==> src/design/prc_pkg.sv <==
// Package for the polygon rectangle clipper.
// Holds shared constants and configuration register indexes; no dependencies.
package prc_pkg;

   // Default coordinate width (Q16.16 fixed point).
   localparam int COORD_WIDTH_DEF = 32;

   // Width of the fixed coordinate fields on the stream ports.
   localparam int PORT_COORD_W = 32;

   // Configuration register index width and the register indexes.
   localparam int CSR_IDX_W = 2;
   localparam logic [CSR_IDX_W-1:0] REG_X_MIN = 2'd0;
   localparam logic [CSR_IDX_W-1:0] REG_X_MAX = 2'd1;
   localparam logic [CSR_IDX_W-1:0] REG_Y_MIN = 2'd2;
   localparam logic [CSR_IDX_W-1:0] REG_Y_MAX = 2'd3;

endpackage

==> src/design/prc_tail.sv <==
// Output stage: holds back one vertex so the final one can carry the last mark,
// and flags an empty polygon. Depends on prc_pkg.
module prc_tail import prc_pkg::*; #(
   parameter int COORD_WIDTH = COORD_WIDTH_DEF
) (
   input  logic                          clock,
   input  logic                          reset,
   input  logic                          in_valid,
   output logic                          in_ready,
   input  logic signed [COORD_WIDTH-1:0] in_x,
   input  logic signed [COORD_WIDTH-1:0] in_y,
   input  logic                          in_close,
   output logic                          rsp_valid,
   input  logic                          rsp_ready,
   output logic signed [COORD_WIDTH-1:0] rsp_x,
   output logic signed [COORD_WIDTH-1:0] rsp_y,
   output logic                          rsp_last,
   output logic                          rsp_empty
);

   logic                          pend_valid_ff, pend_valid_in;
   logic signed [COORD_WIDTH-1:0] pend_x_ff, pend_x_in, pend_y_ff, pend_y_in;
   logic                          valid_ff, valid_in, last_ff, last_in, empty_ff, empty_in;
   logic signed [COORD_WIDTH-1:0] x_ff, x_in, y_ff, y_in;

   assign in_ready = ~valid_ff | rsp_ready;

   // Each transaction from the last cell either parks a vertex or releases one.
   always_comb begin
      pend_valid_in = pend_valid_ff;
      pend_x_in     = pend_x_ff;
      pend_y_in     = pend_y_ff;
      valid_in      = valid_ff & ~rsp_ready;
      last_in       = last_ff;
      empty_in      = empty_ff;
      x_in          = x_ff;
      y_in          = y_ff;
      if (in_valid && in_ready) begin
         if (in_close) begin
            valid_in      = 1'b1;
            last_in       = 1'b1;
            empty_in      = ~pend_valid_ff;
            x_in          = pend_valid_ff ? pend_x_ff : '0;
            y_in          = pend_valid_ff ? pend_y_ff : '0;
            pend_valid_in = 1'b0;
         end else begin
            if (pend_valid_ff) begin
               valid_in = 1'b1;
               last_in  = 1'b0;
               empty_in = 1'b0;
               x_in     = pend_x_ff;
               y_in     = pend_y_ff;
            end
            pend_valid_in = 1'b1;
            pend_x_in     = in_x;
            pend_y_in     = in_y;
         end
      end
   end

   always_ff @(posedge clock) begin
      if (reset) begin
         pend_valid_ff <= 1'b0;
         valid_ff      <= 1'b0;
      end else begin
         pend_valid_ff <= pend_valid_in;
         valid_ff      <= valid_in;
      end
      pend_x_ff <= pend_x_in;
      pend_y_ff <= pend_y_in;
      last_ff   <= last_in;
      empty_ff  <= empty_in;
      x_ff      <= x_in;
      y_ff      <= y_in;
   end

   assign rsp_valid = valid_ff;
   assign rsp_x     = x_ff;
   assign rsp_y     = y_ff;
   assign rsp_last  = last_ff;
   assign rsp_empty = empty_ff;

endmodule

==> config.mk <==
export PLATFORM = sky130hd
export DESIGN_NAME = prc_tail
export DESIGN_NICKNAME = d
export VERILOG_FILES = /design/src/design/prc_pkg.sv /design/src/design/prc_tail.sv
export SDC_FILE = /design/constraint.sdc
export NUM_CORES = 1
export LEC_CHECK = 0
export CAP_MARGIN = 0
export CORE_MARGIN = 4
export CORE_UTILIZATION = 66
export CTS_BUF_LIST = sky130_fd_sc_hd__clkbuf_4 sky130_fd_sc_hd__clkbuf_8 sky130_fd_sc_hd__clkbuf_16
export CTS_CLUSTER_DIAMETER = 30
export DETAILED_ROUTE_END_ITERATION = 6
export DONT_BUFFER_PORTS = 1
export HOLD_SLACK_MARGIN = 0.06
export PLACE_DENSITY = 0.82
export SETUP_SLACK_MARGIN = 0.4
export SYNTH_ARGS = -nofsm -noshare
export SYNTH_HDL_FRONTEND = slang
export SYNTH_SLANG_ARGS = --single-unit
==> constraint.sdc <==
create_clock -name clock -period 10.7 [get_ports clock]
set_input_delay 0.535 -clock clock [delete_from_list [all_inputs] [get_ports clock]]
set_output_delay 0.535 -clock clock [all_outputs]
set_load 0.01 [all_outputs]
# Word level (Yosys, flattened, before mapping)
# Index checks and enable logic that the tools add are counted.
[classes]
mux = 12
n_reduce_logical = 4
bitwise = 6
[op_table]
columns = ["cell", "n"]
rows = [
  ["32-bit two-way mux", 6],
  ["1-bit two-way mux", 6],
  ["1-bit inverter", 4],
  ["2-bit AND reduction", 2],
  ["2-bit nonzero test", 1],
  ["1-bit bitwise AND", 1],
  ["1-bit logical AND", 1],
  ["1-bit bitwise OR", 1],
]
[word_totals]
inputBits = 69
ff_bits = 132

# Depth between registers and ports, before layout
[depth]
word_depth = 5
mapped_depth = 4

# Worst setup path before layout
# No wires, ideal clock.
[synth_timing]
path_type = "in2reg"
from = "input port rsp_ready"
to = "register empty_ff, in the netlist rsp_empty, enable pin"
setup_time_ps = 498
arrival_ps = 3661
stages = 2
path_buffers = 0
setup_slack_ps = 6541
path_cell_list = "nand2b_2 -> nor2b_1"
[synth_via]
elab_chain_len = 3
[synth_lines]
columns = ["item", "line_no", "rtl"]
rows = [
  ["start: declaration", "prc_tail.sv:14", "input logic rsp_ready,"],
  ["1-bit bitwise OR", "prc_tail.sv:26", "assign in_ready = ~valid_ff | rsp_ready;"],
  ["1-bit logical AND", "prc_tail.sv:38", "if (in_valid && in_ready) begin"],
  ["2-bit AND reduction (no source line)", "--", ""],
  ["end signal: assignment", "prc_tail.sv:72", "empty_ff <= empty_in;"],
  ["end: declaration", "prc_tail.sv:23", "logic valid_ff, valid_in, last_ff, last_in, empty_ff, empty_in;"],
]
# Every way passes these cells.
# A chain may end at the register's enable or synchronous reset.

# Worst setup path in the final report
[layout_timing]
from = "register valid_ff, in the netlist rsp_valid"
to = "register pend_y_ff[20], enable pin"
[layout_via]
elab_chain_len = 4
[layout_lines]
columns = ["item", "line_no", "rtl"]
rows = [
  ["start: declaration", "prc_tail.sv:23", ""],
  ["start signal: assignment", "prc_tail.sv:67", "valid_ff <= valid_in;"],
  ["1-bit inverter", "prc_tail.sv:26", ""],
  ["1-bit bitwise OR", "prc_tail.sv:26", ""],
  ["net in_ready", "prc_tail.sv:9", "output logic in_ready,"],
  ["1-bit logical AND", "prc_tail.sv:38", ""],
  ["2-bit AND reduction (no source line)", "--", ""],
  ["end signal: assignment", "prc_tail.sv:70", "pend_y_ff <= pend_y_in;"],
  ["end: declaration", "prc_tail.sv:22", "logic signed [COORD_WIDTH-1:0] pend_x_ff, pend_x_in, pend_y_ff, pend_y_in;"],
]
# The timed path passes the listed nets, and every way through them passes these cells.

==> results.md <==
* Crit path cell chain: nand2b_2 > nand2_1 > nor2_4 > buf_4
* Setup crit start: rsp_valid$_SDFF_PP0_
* Layout area overhead at 13.98%
* CTS Hold Buffers Added at 0
* CTS root buffer: clkbuf_8
* Clk sink count at 132
* Met2 WL at between 3000 and 4000 um
* Synth Register Bits at 132
* DP HPWL at 4433 um
* Post-Route WL at about 6800 um
* Status: completed
* Synth unique cells at 15
* Slowest CP cell: nor2_4
* Largest cells by area after synthesis: edfxtp_1 (86%), and2_4 (5.8%), and2_1 (4.7%)
* Grt ovf at 0
* Final net count at 296
* Final TNS setup at 0 ns
* Fmax at 0.4528 GHz
* Pleak at 1.792 nW
* Top Layer Used: met5
* H-tree depth at 4
* Final Skew at between 0.007 and 0.008 ns
* Mapped cell area at 4547 um^2
* Met3 WL at 506 um
* DP Area at 4604 um^2
* Antenna Nets Post-Route at 0
* Total die area at 8281 um^2
* 1st-iter DRT viols at between 80 and 90
* Share of cells above drive strength 1 at 27.62%
* Worst Tran Pin Value at 1.038 ns
* Cell Pwr Density at 233.1 nW/um^2
* TritonCTS clock tree: done
* Reg clk slew, reported paths at roughly 0.060 ns
* Filler Cell Count at 334
* First drt pass iteration count at 4
* Core area at between 6000 and 7000 um^2
* Maxcap violations at 0
* Final Hold Fails at 0
* Final min period at 2.208 ns
* Ant. Diodes at 0
* R2R Path Start: rsp_valid$_SDFF_PP0_
* Worst Path Class, Setup: reg -> reg
* Final worst-path cycle share at 20.64%
* Startpoint Class: register
* Vias in the first global route at between 1500 and 2000
* Total Power at 1.208 mW
* First-pass GRT wire length at 10170 um
* Max IR drop VDD at about 220 uV
* Slew Limit Fails at 0
* Post-CTS setup buffer count at 0
* RSZ-0062 raised after global routing: false
* Syn Nets at about 280
* Ys Warns at 0
* CP max FO at 34
* Later-pin clock latency in the skew report at 0.49 ns
* Crit path required time at 10.84 ns
* Syn_area_per_cell at between 20 and 25 um^2
* Via count at 1766
* Placement row count at 29
* WL per Instance at 21.62 um
* Hold Startpoint: reset
* Starting Density at 69.62%
* CP peak stage delay at between 0.6 and 0.7 ns
* Vias per cell at 5.589
* Util after Layout at 79.35%
* Cells after Synth at approximately 210
* Die Span Y at 91 um
* Post-synthesis sequential area ratio at 86.74%
* PostCTS Resize Cnt at 0
* Crit path capture type: register
* # port buffers at 0
* Min-Delay Path Class: in -> reg
* Clock Path Buffers at 2
* Drc violations at 0
* Design Area, Final at 5182 um^2
* Final GP Congestion at 0.6851
* Die X at 91 um
* Final Setup Violations at 0
* Relative slew slack at roughly 31%
* Arr. time, crit path at 2.35 ns
* Number of buffers created by CTS at 17
* Synth top area share at approximately 86%
* Largest net degree at the start of global routing at 66
* Total GRT Usage at 17.30%
* Initial antenna violation count at 1
* # IOs at 137
* Largest area contributor in the netlist: edfxtp_1
* WL met1 at 2694 um
## cell usage in the layout, fill, tap and decap left out, drive strengths merged, types with 2 or more instances in the layout
cell and count:
a21oi 2, and2 64, buf 2, bufinv 3, clkbuf 17, clkinv 6
clkinvlp 5, dfxtp 2, edfxtp 130, nand2b 2
## synth_stat cells
| cell type | n |
|---|---|
| edfxtp_1 | 130 |
| and2_1 | 34 |
| and2_4 | 30 |
| buf_6 | 6 |
| a21oi_1 | 2 |
| dfxtp_1 | 2 |
| a311oi_1 | 1 |
| clkbuf_1 | 1 |
| inv_1 | 1 |
| nand2_1 | 1 |
| nand2b_1 | 1 |
| nand2b_2 | 1 |
| nor2_1 | 1 |
| nor2b_1 | 1 |
| o21ai_0 | 1 |
## cells by family after synthesis
family | after synthesis | synth area share (%)
flops | 132 | 86.74
simple gates | 69 | 11.09
buf+inv | 8 | 1.651
compound gates | 4 | 0.5228
## stage by stage
| stage | setup WS (ns) | hold slack [ns] | cells |
|---|---|---|---|
| finish | 8.492 | 0.1040 | 316 |
| global route | 8.285 | 0.07438 | 316 |
| global placement | 8.405 | 0.4981 | 285 |
| detailed placement | 8.268 | 0.5047 | 285 |
| CTS | 8.463 | 0.08267 | 316 |
| floorplan | 6.541 | 0.4905 | 213 |
## where the power goes
| group | total, mW | switching [mW] | internal [mW] |
|---|---|---|---|
| clock | 0.551 | 0.200 | 0.351 |
| sequential | 0.621 | 0.0173 | 0.604 |
| combinational | 0.0359 | 0.0211 | 0.0148 |
| total | 1.21 | 0.238 | 0.970 |
## state kept, by name (all words and copies together) (netlist names)
name,cells
rsp_empty,1
pend_x_ff,32
rsp_valid,1
rsp_y,32
pend_valid_ff,1
rsp_last,1
rsp_x,32
pend_y_ff,32
## worst paths after layout
check / to / slack, ns / cells past startpoint
setup / recovery: pend_y_ff[20]$_DFFE_PP_ / 8.49 / 4
hold / removal: rsp_valid$_SDFF_PP0_ / 0.10 / 1
setup reg to reg: pend_y_ff[20]$_DFFE_PP_ / 8.49 / 4
hold reg to reg: rsp_y[10]$_DFFE_PP_ / 0.52 / 1
## worst max-delay path: cells and delay by family, from the launching register on
kind / cells / cell delay (ns)
AND/OR/NAND/NOR: 3 / 0.94
flip-flops: 1 / 0.36
buffers and inverters: 1 / 0.52
## final cells by class
type / count / area (um^2) / share of cell area (%)
clock buffer: 17 / 414.1 / 7.991
clock inverter: 14 / 163.9 / 3.163
inverter: 1 / 3.754 / 0.07243
multi-input combinational: 73 / 545.5 / 10.53
sequential: 132 / 3944 / 76.10
tap: 77 / 96.34 / 1.859
timing repair buffer: 2 / 15.01 / 0.2897
## routing by layer
metal / global-route usage, % / up-vias
li1: - / 814
met1: 20.71 / 847
met2: 27.47 / 91
met3: 7.934 / 12
met4: 7.161 / 2
met5: 0 / -
(Power assumes the default switching activity.)
