[src/design/prc_pkg.sv]
// Package for the polygon rectangle clipper.
// Holds shared constants and configuration register indexes; no dependencies.
package prc_pkg;

   // Default coordinate width (Q16.16 fixed point).
   localparam int COORD_WIDTH_DEF = 32;

   // Width of the fixed coordinate fields on the stream ports.
   localparam int PORT_COORD_W = 32;

   // Configuration register index width and the register indexes.
   localparam int CSR_IDX_W = 2;
   localparam logic [CSR_IDX_W-1:0] REG_X_MIN = 2'd0;
   localparam logic [CSR_IDX_W-1:0] REG_X_MAX = 2'd1;
   localparam logic [CSR_IDX_W-1:0] REG_Y_MIN = 2'd2;
   localparam logic [CSR_IDX_W-1:0] REG_Y_MAX = 2'd3;

endpackage

[src/design/prc_cell.sv]
// One clipping cell: tests vertices against a single rectangle edge and emits
// the clipped edge list. Depends on prc_pkg.
module prc_cell import prc_pkg::*; #(
   parameter int COORD_WIDTH = COORD_WIDTH_DEF,
   parameter bit AXIS_Y      = 1'b0,
   parameter bit IS_MAX      = 1'b0
) (
   input  logic                          clock,
   input  logic                          reset,
   input  logic signed [COORD_WIDTH-1:0] bound,
   input  logic                          in_valid,
   output logic                          in_ready,
   input  logic signed [COORD_WIDTH-1:0] in_x,
   input  logic signed [COORD_WIDTH-1:0] in_y,
   input  logic                          in_close,
   output logic                          out_valid,
   input  logic                          out_ready,
   output logic signed [COORD_WIDTH-1:0] out_x,
   output logic signed [COORD_WIDTH-1:0] out_y,
   output logic                          out_close
);

   localparam int W  = COORD_WIDTH;
   localparam int CW = $clog2(2 * W);
   localparam logic [CW-1:0] CNT_LAST = CW'(2 * W - 1);

   typedef enum logic [2:0] {
      ST_IDLE, ST_MUL, ST_DIV, ST_CROSS, ST_END, ST_CLOSE
   } state_type;

   state_type           state_ff, state_in;
   logic signed [W-1:0] first_x_ff, first_x_in, first_y_ff, first_y_in;
   logic signed [W-1:0] prev_x_ff, prev_x_in, prev_y_ff, prev_y_in;
   logic                prev_in_ff, prev_in_in, has_first_ff, has_first_in;
   logic signed [W-1:0] a_x_ff, a_x_in, a_y_ff, a_y_in;
   logic signed [W-1:0] b_x_ff, b_x_in, b_y_ff, b_y_in;
   logic                need_b_ff, need_b_in;
   logic                need_close_ff, need_close_in;
   logic [W:0]          rem_ff, rem_in;
   logic [2*W-1:0]      quo_ff, quo_in;
   logic [W-1:0]        dvs_ff, dvs_in;
   logic                neg_ff, neg_in, zero_ff, zero_in;
   logic [CW-1:0]       cnt_ff, cnt_in;
   logic                out_valid_ff, out_valid_in, out_close_ff, out_close_in;
   logic signed [W-1:0] out_x_ff, out_x_in, out_y_ff, out_y_in;

   // Inside test against this cell's boundary, bounds inclusive.
   function automatic logic inside_f(logic signed [W-1:0] x, logic signed [W-1:0] y,
                                     logic signed [W-1:0] bnd);
      logic signed [W-1:0] c;
      c = AXIS_Y ? y : x;
      return IS_MAX ? (c <= bnd) : (c >= bnd);
   endfunction

   // Magnitude of a signed difference; it always fits in W bits.
   function automatic logic [W-1:0] mag_f(logic signed [W:0] v);
      logic [W:0] m;
      m = v[W] ? (~v + 1'b1) : v;
      return m[W-1:0];
   endfunction

   logic                pt_in, first_in, slot_free;
   logic signed [W-1:0] along0, along1, across0, across1, cross_val;
   logic signed [W:0]   da, dn, dd;
   logic [W-1:0]        q;
   logic [W:0]          rem_sh;

   assign pt_in     = inside_f(in_x, in_y, bound);
   assign first_in  = inside_f(first_x_ff, first_y_ff, bound);
   assign slot_free = ~out_valid_ff | out_ready;
   assign in_ready  = (state_ff == ST_IDLE);

   // The interpolated coordinate runs along the boundary; the other one crosses it.
   assign along0  = AXIS_Y ? a_x_ff : a_y_ff;
   assign along1  = AXIS_Y ? b_x_ff : b_y_ff;
   assign across0 = AXIS_Y ? a_y_ff : a_x_ff;
   assign across1 = AXIS_Y ? b_y_ff : b_x_ff;
   assign da = {along1[W-1], along1} - {along0[W-1], along0};
   assign dn = {bound[W-1], bound} - {across0[W-1], across0};
   assign dd = {across1[W-1], across1} - {across0[W-1], across0};

   // Restoring division step and the final crossing coordinate.
   assign rem_sh    = {rem_ff[W-1:0], quo_ff[2*W-1]};
   assign q         = quo_ff[W-1:0];
   assign cross_val = zero_ff ? along0 : (neg_ff ? along0 - $signed(q) : along0 + $signed(q));

   // Next-state logic for the cell.
   always_comb begin
      logic edge_ok, ina, inb, need_cross;
      state_in      = state_ff;
      first_x_in    = first_x_ff;
      first_y_in    = first_y_ff;
      prev_x_in     = prev_x_ff;
      prev_y_in     = prev_y_ff;
      prev_in_in    = prev_in_ff;
      has_first_in  = has_first_ff;
      a_x_in        = a_x_ff;
      a_y_in        = a_y_ff;
      b_x_in        = b_x_ff;
      b_y_in        = b_y_ff;
      need_b_in     = need_b_ff;
      need_close_in = need_close_ff;
      rem_in        = rem_ff;
      quo_in        = quo_ff;
      dvs_in        = dvs_ff;
      neg_in        = neg_ff;
      zero_in       = zero_ff;
      cnt_in        = cnt_ff;
      out_x_in      = out_x_ff;
      out_y_in      = out_y_ff;
      out_close_in  = out_close_ff;
      out_valid_in  = out_valid_ff & ~out_ready;
      edge_ok       = 1'b0;
      ina           = 1'b0;
      inb           = 1'b0;
      need_cross    = 1'b0;
      case (state_ff)
         ST_IDLE: begin
            if (in_valid) begin
               a_x_in = prev_x_ff;
               a_y_in = prev_y_ff;
               ina    = prev_in_ff;
               if (in_close) begin
                  // Closing edge from the last vertex back to the first.
                  edge_ok       = has_first_ff;
                  b_x_in        = first_x_ff;
                  b_y_in        = first_y_ff;
                  inb           = first_in;
                  need_close_in = 1'b1;
                  has_first_in  = 1'b0;
                  prev_in_in    = 1'b0;
               end else begin
                  edge_ok       = has_first_ff;
                  b_x_in        = in_x;
                  b_y_in        = in_y;
                  inb           = pt_in;
                  need_close_in = 1'b0;
                  if (!has_first_ff) begin
                     first_x_in = in_x;
                     first_y_in = in_y;
                  end
                  has_first_in = 1'b1;
                  prev_x_in    = in_x;
                  prev_y_in    = in_y;
                  prev_in_in   = pt_in;
               end
               need_cross = edge_ok & (ina ^ inb);
               need_b_in  = edge_ok & inb;
               if (need_cross) begin
                  state_in = ST_MUL;
               end else if (need_b_in) begin
                  state_in = ST_END;
               end else if (need_close_in) begin
                  state_in = ST_CLOSE;
               end
            end
         end
         ST_MUL: begin
            // Product of magnitudes is registered before the divider starts.
            quo_in   = mag_f(da) * mag_f(dn);
            dvs_in   = mag_f(dd);
            neg_in   = da[W] ^ dn[W] ^ dd[W];
            zero_in  = (dd == '0);
            rem_in   = '0;
            cnt_in   = '0;
            state_in = ST_DIV;
         end
         ST_DIV: begin
            if (rem_sh >= {1'b0, dvs_ff}) begin
               rem_in = rem_sh - {1'b0, dvs_ff};
               quo_in = {quo_ff[2*W-2:0], 1'b1};
            end else begin
               rem_in = rem_sh;
               quo_in = {quo_ff[2*W-2:0], 1'b0};
            end
            cnt_in = cnt_ff + 1'b1;
            if (cnt_ff == CNT_LAST) begin
               state_in = ST_CROSS;
            end
         end
         ST_CROSS: begin
            if (slot_free) begin
               out_valid_in = 1'b1;
               out_close_in = 1'b0;
               out_x_in     = AXIS_Y ? cross_val : bound;
               out_y_in     = AXIS_Y ? bound : cross_val;
               if (need_b_ff) begin
                  state_in = ST_END;
               end else if (need_close_ff) begin
                  state_in = ST_CLOSE;
               end else begin
                  state_in = ST_IDLE;
               end
            end
         end
         ST_END: begin
            if (slot_free) begin
               out_valid_in = 1'b1;
               out_close_in = 1'b0;
               out_x_in     = b_x_ff;
               out_y_in     = b_y_ff;
               state_in     = need_close_ff ? ST_CLOSE : ST_IDLE;
            end
         end
         ST_CLOSE: begin
            if (slot_free) begin
               out_valid_in = 1'b1;
               out_close_in = 1'b1;
               out_x_in     = '0;
               out_y_in     = '0;
               state_in     = ST_IDLE;
            end
         end
         default: begin
            state_in = ST_IDLE;
         end
      endcase
   end

   // Control state is reset; vertex and arithmetic registers are not.
   always_ff @(posedge clock) begin
      if (reset) begin
         state_ff     <= ST_IDLE;
         has_first_ff <= 1'b0;
         prev_in_ff   <= 1'b0;
         out_valid_ff <= 1'b0;
      end else begin
         state_ff     <= state_in;
         has_first_ff <= has_first_in;
         prev_in_ff   <= prev_in_in;
         out_valid_ff <= out_valid_in;
      end
      first_x_ff    <= first_x_in;
      first_y_ff    <= first_y_in;
      prev_x_ff     <= prev_x_in;
      prev_y_ff     <= prev_y_in;
      a_x_ff        <= a_x_in;
      a_y_ff        <= a_y_in;
      b_x_ff        <= b_x_in;
      b_y_ff        <= b_y_in;
      need_b_ff     <= need_b_in;
      need_close_ff <= need_close_in;
      rem_ff        <= rem_in;
      quo_ff        <= quo_in;
      dvs_ff        <= dvs_in;
      neg_ff        <= neg_in;
      zero_ff       <= zero_in;
      cnt_ff        <= cnt_in;
      out_x_ff      <= out_x_in;
      out_y_ff      <= out_y_in;
      out_close_ff  <= out_close_in;
   end

   assign out_valid = out_valid_ff;
   assign out_x     = out_x_ff;
   assign out_y     = out_y_ff;
   assign out_close = out_close_ff;

endmodule

[config.mk]
export PLATFORM = sky130hd
export DESIGN_NAME = prc_cell
export DESIGN_NICKNAME = d
export VERILOG_FILES = /design/src/design/prc_pkg.sv /design/src/design/prc_cell.sv
export SDC_FILE = /design/constraint.sdc
export NUM_CORES = 2
export LEC_CHECK = 0
export ABC_AREA = 1
export BUFFER_PORTS_ARGS = -buffer_cell sky130_fd_sc_hd__buf_2
export CORE_MARGIN = 2
export CORE_UTILIZATION = 57
export DETAILED_ROUTE_END_ITERATION = 6
export GPL_TIMING_DRIVEN = 0
export HOLD_SLACK_MARGIN = 0.06
export PLACE_DENSITY = 0.85
export RECOVER_POWER = 100
export SYNTH_ARGS = -nofsm -noshare
export SYNTH_HDL_FRONTEND = slang
export SYNTH_SLANG_ARGS = --single-unit
[constraint.sdc]
create_clock -name clock -period 30.4 [get_ports clock]
set_input_delay 6.08 -clock clock [delete_from_list [all_inputs] [get_ports clock]]
set_output_delay 6.08 -clock clock [all_outputs]
set_load 0.02 [all_outputs]
# == Word level (Yosys, flattened, before mapping) ==
# Index checks and enable logic that the tools add are counted.
# word_totals
input_bits,101
register_bits,465
elab_cells,122
output_inout_bits,67
# op_classes
add_sub_neg,10
n_eq_ne,13
n_lt_le_gt_ge,3
n_reduce_logical,13
n_bitwise,14
n_mux,45
n_mul,1
# ops
operator,n
$mux W32,13
$pmux W32 S3,2
$pmux W64 S2,1
$sub A32 B32 Y33,3
$add A32 B1 Y32 const B,3
$not A32 Y32,3
$ge A32 B32 Y1,2
$mul A32 B32 Y64,1
$pmux W32 S2,1
$sub A32 B32 Y32,2
$ge A33 B32 Y1,1
$logic_not A33 Y1,1
$add A32 B32 Y32,1
$mux W3,10
$pmux W3 S6,1
$mux W1,15
$pmux W6 S2,1
$ne A2 B2 Y1 const B,5
$reduce_and A4 Y1,2
$add A6 B1 Y6 const B,1
$eq A3 B2 Y1 const B,2
$eq A3 B3 Y1 const B,2
$eq A6 B6 Y1 const B,1
$reduce_and A3 Y1,2
other kinds (15),23

# == Logic depth before layout (Yosys ltp) ==
# logic_depth
ltp_word,9
mapped_depth,53
depth_no_buf,51

# == Worst setup path after synthesis ==
# No wires, ideal clock.
# synth_timing
path_kind,input to register
start,input in_valid
end,register first_x_ff[0] (enable)
setup_time_ps,486
setup_slack_ps,12014
required_ps,29914
path_buffers,0
arrival_time_ps,17900
path_stages,6
cell_sequence,inv_1 -> nor2_1 -> inv_1 -> nor2_1 -> inv_1 -> nor2_1
# synth_via
elab_chain_cells,1
# synth_lines
element,line,source
from (decl),prc_cell.sv:11,"input logic in_valid,"
$reduce_and A4 Y1 (no line),n/a,
to (signal assigned),prc_cell.sv:233,first_x_ff <= first_x_in;
to (decl),prc_cell.sv:32,"logic signed [W-1:0] first_x_ff, first_x_in, first_y_ff, first_y_in;"
# No other way between the ends.
# A chain may end at the register's enable or synchronous reset.

# == Worst setup path after layout ==
# layout_timing
start,input bound[0]
end,register quo_ff[55] (data pin)
# layout_via
elab_chain_cells,6
# layout_lines
element,line,source
from (decl),prc_cell.sv:10,"input logic signed [COORD_WIDTH-1:0] bound,"
$sub A32 B32 Y33 *,prc_cell.sv:79,"assign dn = {bound[W-1], bound} - {across0[W-1], across0};"
$not A32 Y32,prc_cell.sv:58,m = v[W] ? (~v + 1'b1) : v;
$add A32 B1 Y32,prc_cell.sv:58,
$mux W32 *,prc_cell.sv:58,
$mul A32 B32 Y64 *,prc_cell.sv:160,quo_in = mag_f(da) * mag_f(dn);
$pmux W64 S2 *,prc_cell.sv:117,case (state_ff)
named net quo_in[55],prc_cell.sv:40,"logic [2*W-1:0] quo_ff, quo_in;"
to (signal assigned),prc_cell.sv:244,quo_ff <= quo_in;
to (decl),prc_cell.sv:40,
# The timed path passes the listed nets; every way through them passes the cells marked *.

==> flow_metrics.py <==
metrics = {
    "synth": {
        "synth_top_area_cell": "fa_1",
        "synthTopCellsByArea": "fa_1 (27%), edfxtp_1 (20%), nand2_1 (13%)",
        "synth_ff_type": "edfxtp_1",
        "ys_types": 63,
        "synth_edf_count": 459,
        "async_flop_share": 0,
        "netlist_area_um2": 67800,
        "synthCells": 8690,
        "ys_warn_count": 0,
        "ys_ff_latch": 465,
        "synth_top_area_share": 0.266,
        "synth_nets": 10200,
        "avgSynthCellArea_um2": 7.80,
        "yosysSeqAreaShare": 0.205,
    },
    "sta": {
        "timing.final.crit_share": 0.580,
        "finalSetupTns_ns": 0,
        "maxSlewHeadroom": -0.420,
        "setup_viol": 0,
        "worst_pin_slew_ns": 2.12,
        "hold_viol": 0,
        "slew_viol_final": 351,
        "fin_skew_ns": 0.0350,
        "fin_crit_ns": 17.63,
        "rsz0062_at_grt": "no",
        "fmax_ghz": 0.0567,
    },
    "grt": {
        "grt_max_degree": 36,
        "grt_overflow": 0,
        "grt.total_usage": 0.388,
        "antenna_found_initial": 5,
        "grt_pass1_vias": 60000,
        "grt_pass1_wl_mm": 354,
    },
    "finish": {
        "final_common_cell": "nand2_1",
        "finalNonFillerCells": 10500,
        "final_cell_mix": "nand2_1 (2287), inv_1 (1725), nor2_1 (987)",
        "regMostFlops": "quo_ff",
        "finalNetCount": 10400,
        "largest_reg_flops": 64,
        "drive_gt1_frac": 0.0478,
        "area_growth_pct": 5.92,
    },
    "clocking": {
        "cts_resized": 0,
        "clk_pin_slew_ns": 0.08,
        "cts_tree": "done",
        "htreeDepth": 2,
        "numCtsBuffers": 46,
        "root_buffer": "clkbuf_16",
        "hold_buffers": 0,
        "cts_sinks": 465,
        "clock_path_buffers": 3,
        "cts_setup_buffers": 0,
        "clock_latency_ns": 0.62,
    },
    "routing": {
        "vias": 60600,
        "route.met2.wl_mm": 102,
        "wl_mm": 235,
        "via_per_inst": 5.77,
        "wl_met1_mm": 87.5,
        "antenna_left": 0,
        "highest_layer": "met5",
        "routedWlPerCell_um": 22.4,
        "route.met3.wl_mm": 27.8,
        "drt_pass1_iterations": 7,
        "drt_iter0_drc": 7007,
        "drcViolationCount": 2,
    },
    "floorplan": {
        "die_h_um": 349,
        "die_x_um": 349,
        "io_pins": 168,
        "rows": 126,
        "core_um2": 118000,
        "dieArea_um2": 122000,
        "floorplan.initialDensity": 0.575,
    },
    "worst_setup_path": {
        "arrival_ns": 17.97,
        "crit_path_end_kind": "register",
        "critical_path.max_fanout": 10,
        "timing.rr.end": "quo_ff[55]$_DFFE_PP_",
        "rr_startpoint": "a_x_ff[0]$_DFFE_PP_",
        "critPathMaxStageDelay_ns": 1.25,
        "r2r_cells": 40,
        "start_kind": "input port",
        "cp_common_cell": "nand2_1",
        "cp_slowest_cell": "o21ai_0",
        "path_class": "input port to register",
        "cp.required_ns": 30.74,
        "r2r_slack_ns": 18.08,
    },
    "hold_path": {
        "min-delay-start": "prev_x_ff[10]$_DFFE_PP_",
        "min_to": "a_x_ff[10]$_DFFE_PP_",
        "holdPathStages": 0,
        "hp-class": "register to register",
    },
    "placed_design": {
        "io_buffers": 167,
        "gp_congestion": 1.11,
        "dpl.hpwl_mm": 199,
        "place_inst": 10400,
    },
    "run": {
        "maxCapViolations": 14,
    },
    "run_status": {
        "outcome": "complete, but fails checks",
        "violations": "DRC, capacitance limit, slew limit",
    },
}
## worst max-delay path, delay by kind of cell
kind                     cells  cell delay, ns
AO/OA/AOI/OAI                5            2.67
adder cells (fa/ha/maj)     10            5.01
buffers and inverters        9            2.03
AND/OR/NAND/NOR             18            2.17
## worst max-delay path by stage
stage | startpoint | to | depth (start not counted)
floorplan | in_valid | first_x_ff[0]$_DFFE_PP_ | 6
global placement | in_valid | first_x_ff[0]$_DFFE_PP_ | 7
detailed placement | bound[0] | quo_ff[55]$_DFFE_PP_ | 46
CTS | bound[0] | quo_ff[55]$_DFFE_PP_ | 46
global route | bound[0] | quo_ff[55]$_DFFE_PP_ | 42
finish | bound[0] | quo_ff[55]$_DFFE_PP_ | 42
## metal layers
| metal | track usage | vias to the layer above |
|---|---|---|
| met5 | 0 | - |
| met2 | 0.597 | 3546 |
| met3 | 0.0960 | 765 |
| met4 | 0.234 | 2 |
| met1 | 0.498 | 29100 |
| li1 | - | 27200 |
## kinds of logic (layout without fill, tap and decap cells)
group	after synthesis	count (layout)	share of synthesized area
other	0	2	0
buffers and inverters	2009	2271	0.119
adder cells (fa/ha/maj)	1392	1392	0.357
XOR/XNOR	155	155	0.0205
AO/OA/AOI/OAI	719	719	0.0598
AND/OR/NAND/NOR	3950	3950	0.239
flip-flops	465	465	0.205
## final cells by class
cell class / instances / area, um2
fill: 10700 / 46100
multi-input combinational: 6216 / 45800
sequential: 465 / 13900
inverter: 1783 / 6710
tap: 1536 / 1920
buffer: 226 / 1320
clock buffer: 51 / 1170
timing repair buffer: 182 / 686
clock inverter: 29 / 280
antenna: 2 / 5.00
## synthesized netlist by cell type, drive strengths merged (15+ instances only)
master,count
a21oi,286
o21a,15
a31oi,26
clkbuf,65
nor4,16
inv,1781
o21ai,289
nand3b,23
nand3,319
nand2,2347
o21bai,19
a21o,33
buf,161
nand4,106
xor2,105
xnor2,50
fa,901
nor2,1037
ha,491
or2,19
edfxtp,459
nor3,68
## per-stage QoR
stage | hold WS (ns) | setup slack, ns | utilization | instance area (um2)
after floorplan | 0.400 | 12.01 | - | 67800
after global placement | 0.400 | 5.00 | 0.598 | 70500
after detailed placement | 0.405 | 13.40 | 0.601 | 70900
after CTS | 0.403 | 13.97 | 0.614 | 72400
after global routing | 0.411 | 12.18 | 0.609 | 71800
final | 0.406 | 12.77 | 0.609 | 71800
Power is not shown: default switching activity piles up to over one toggle a cycle in this logic, so the estimate is an artifact.
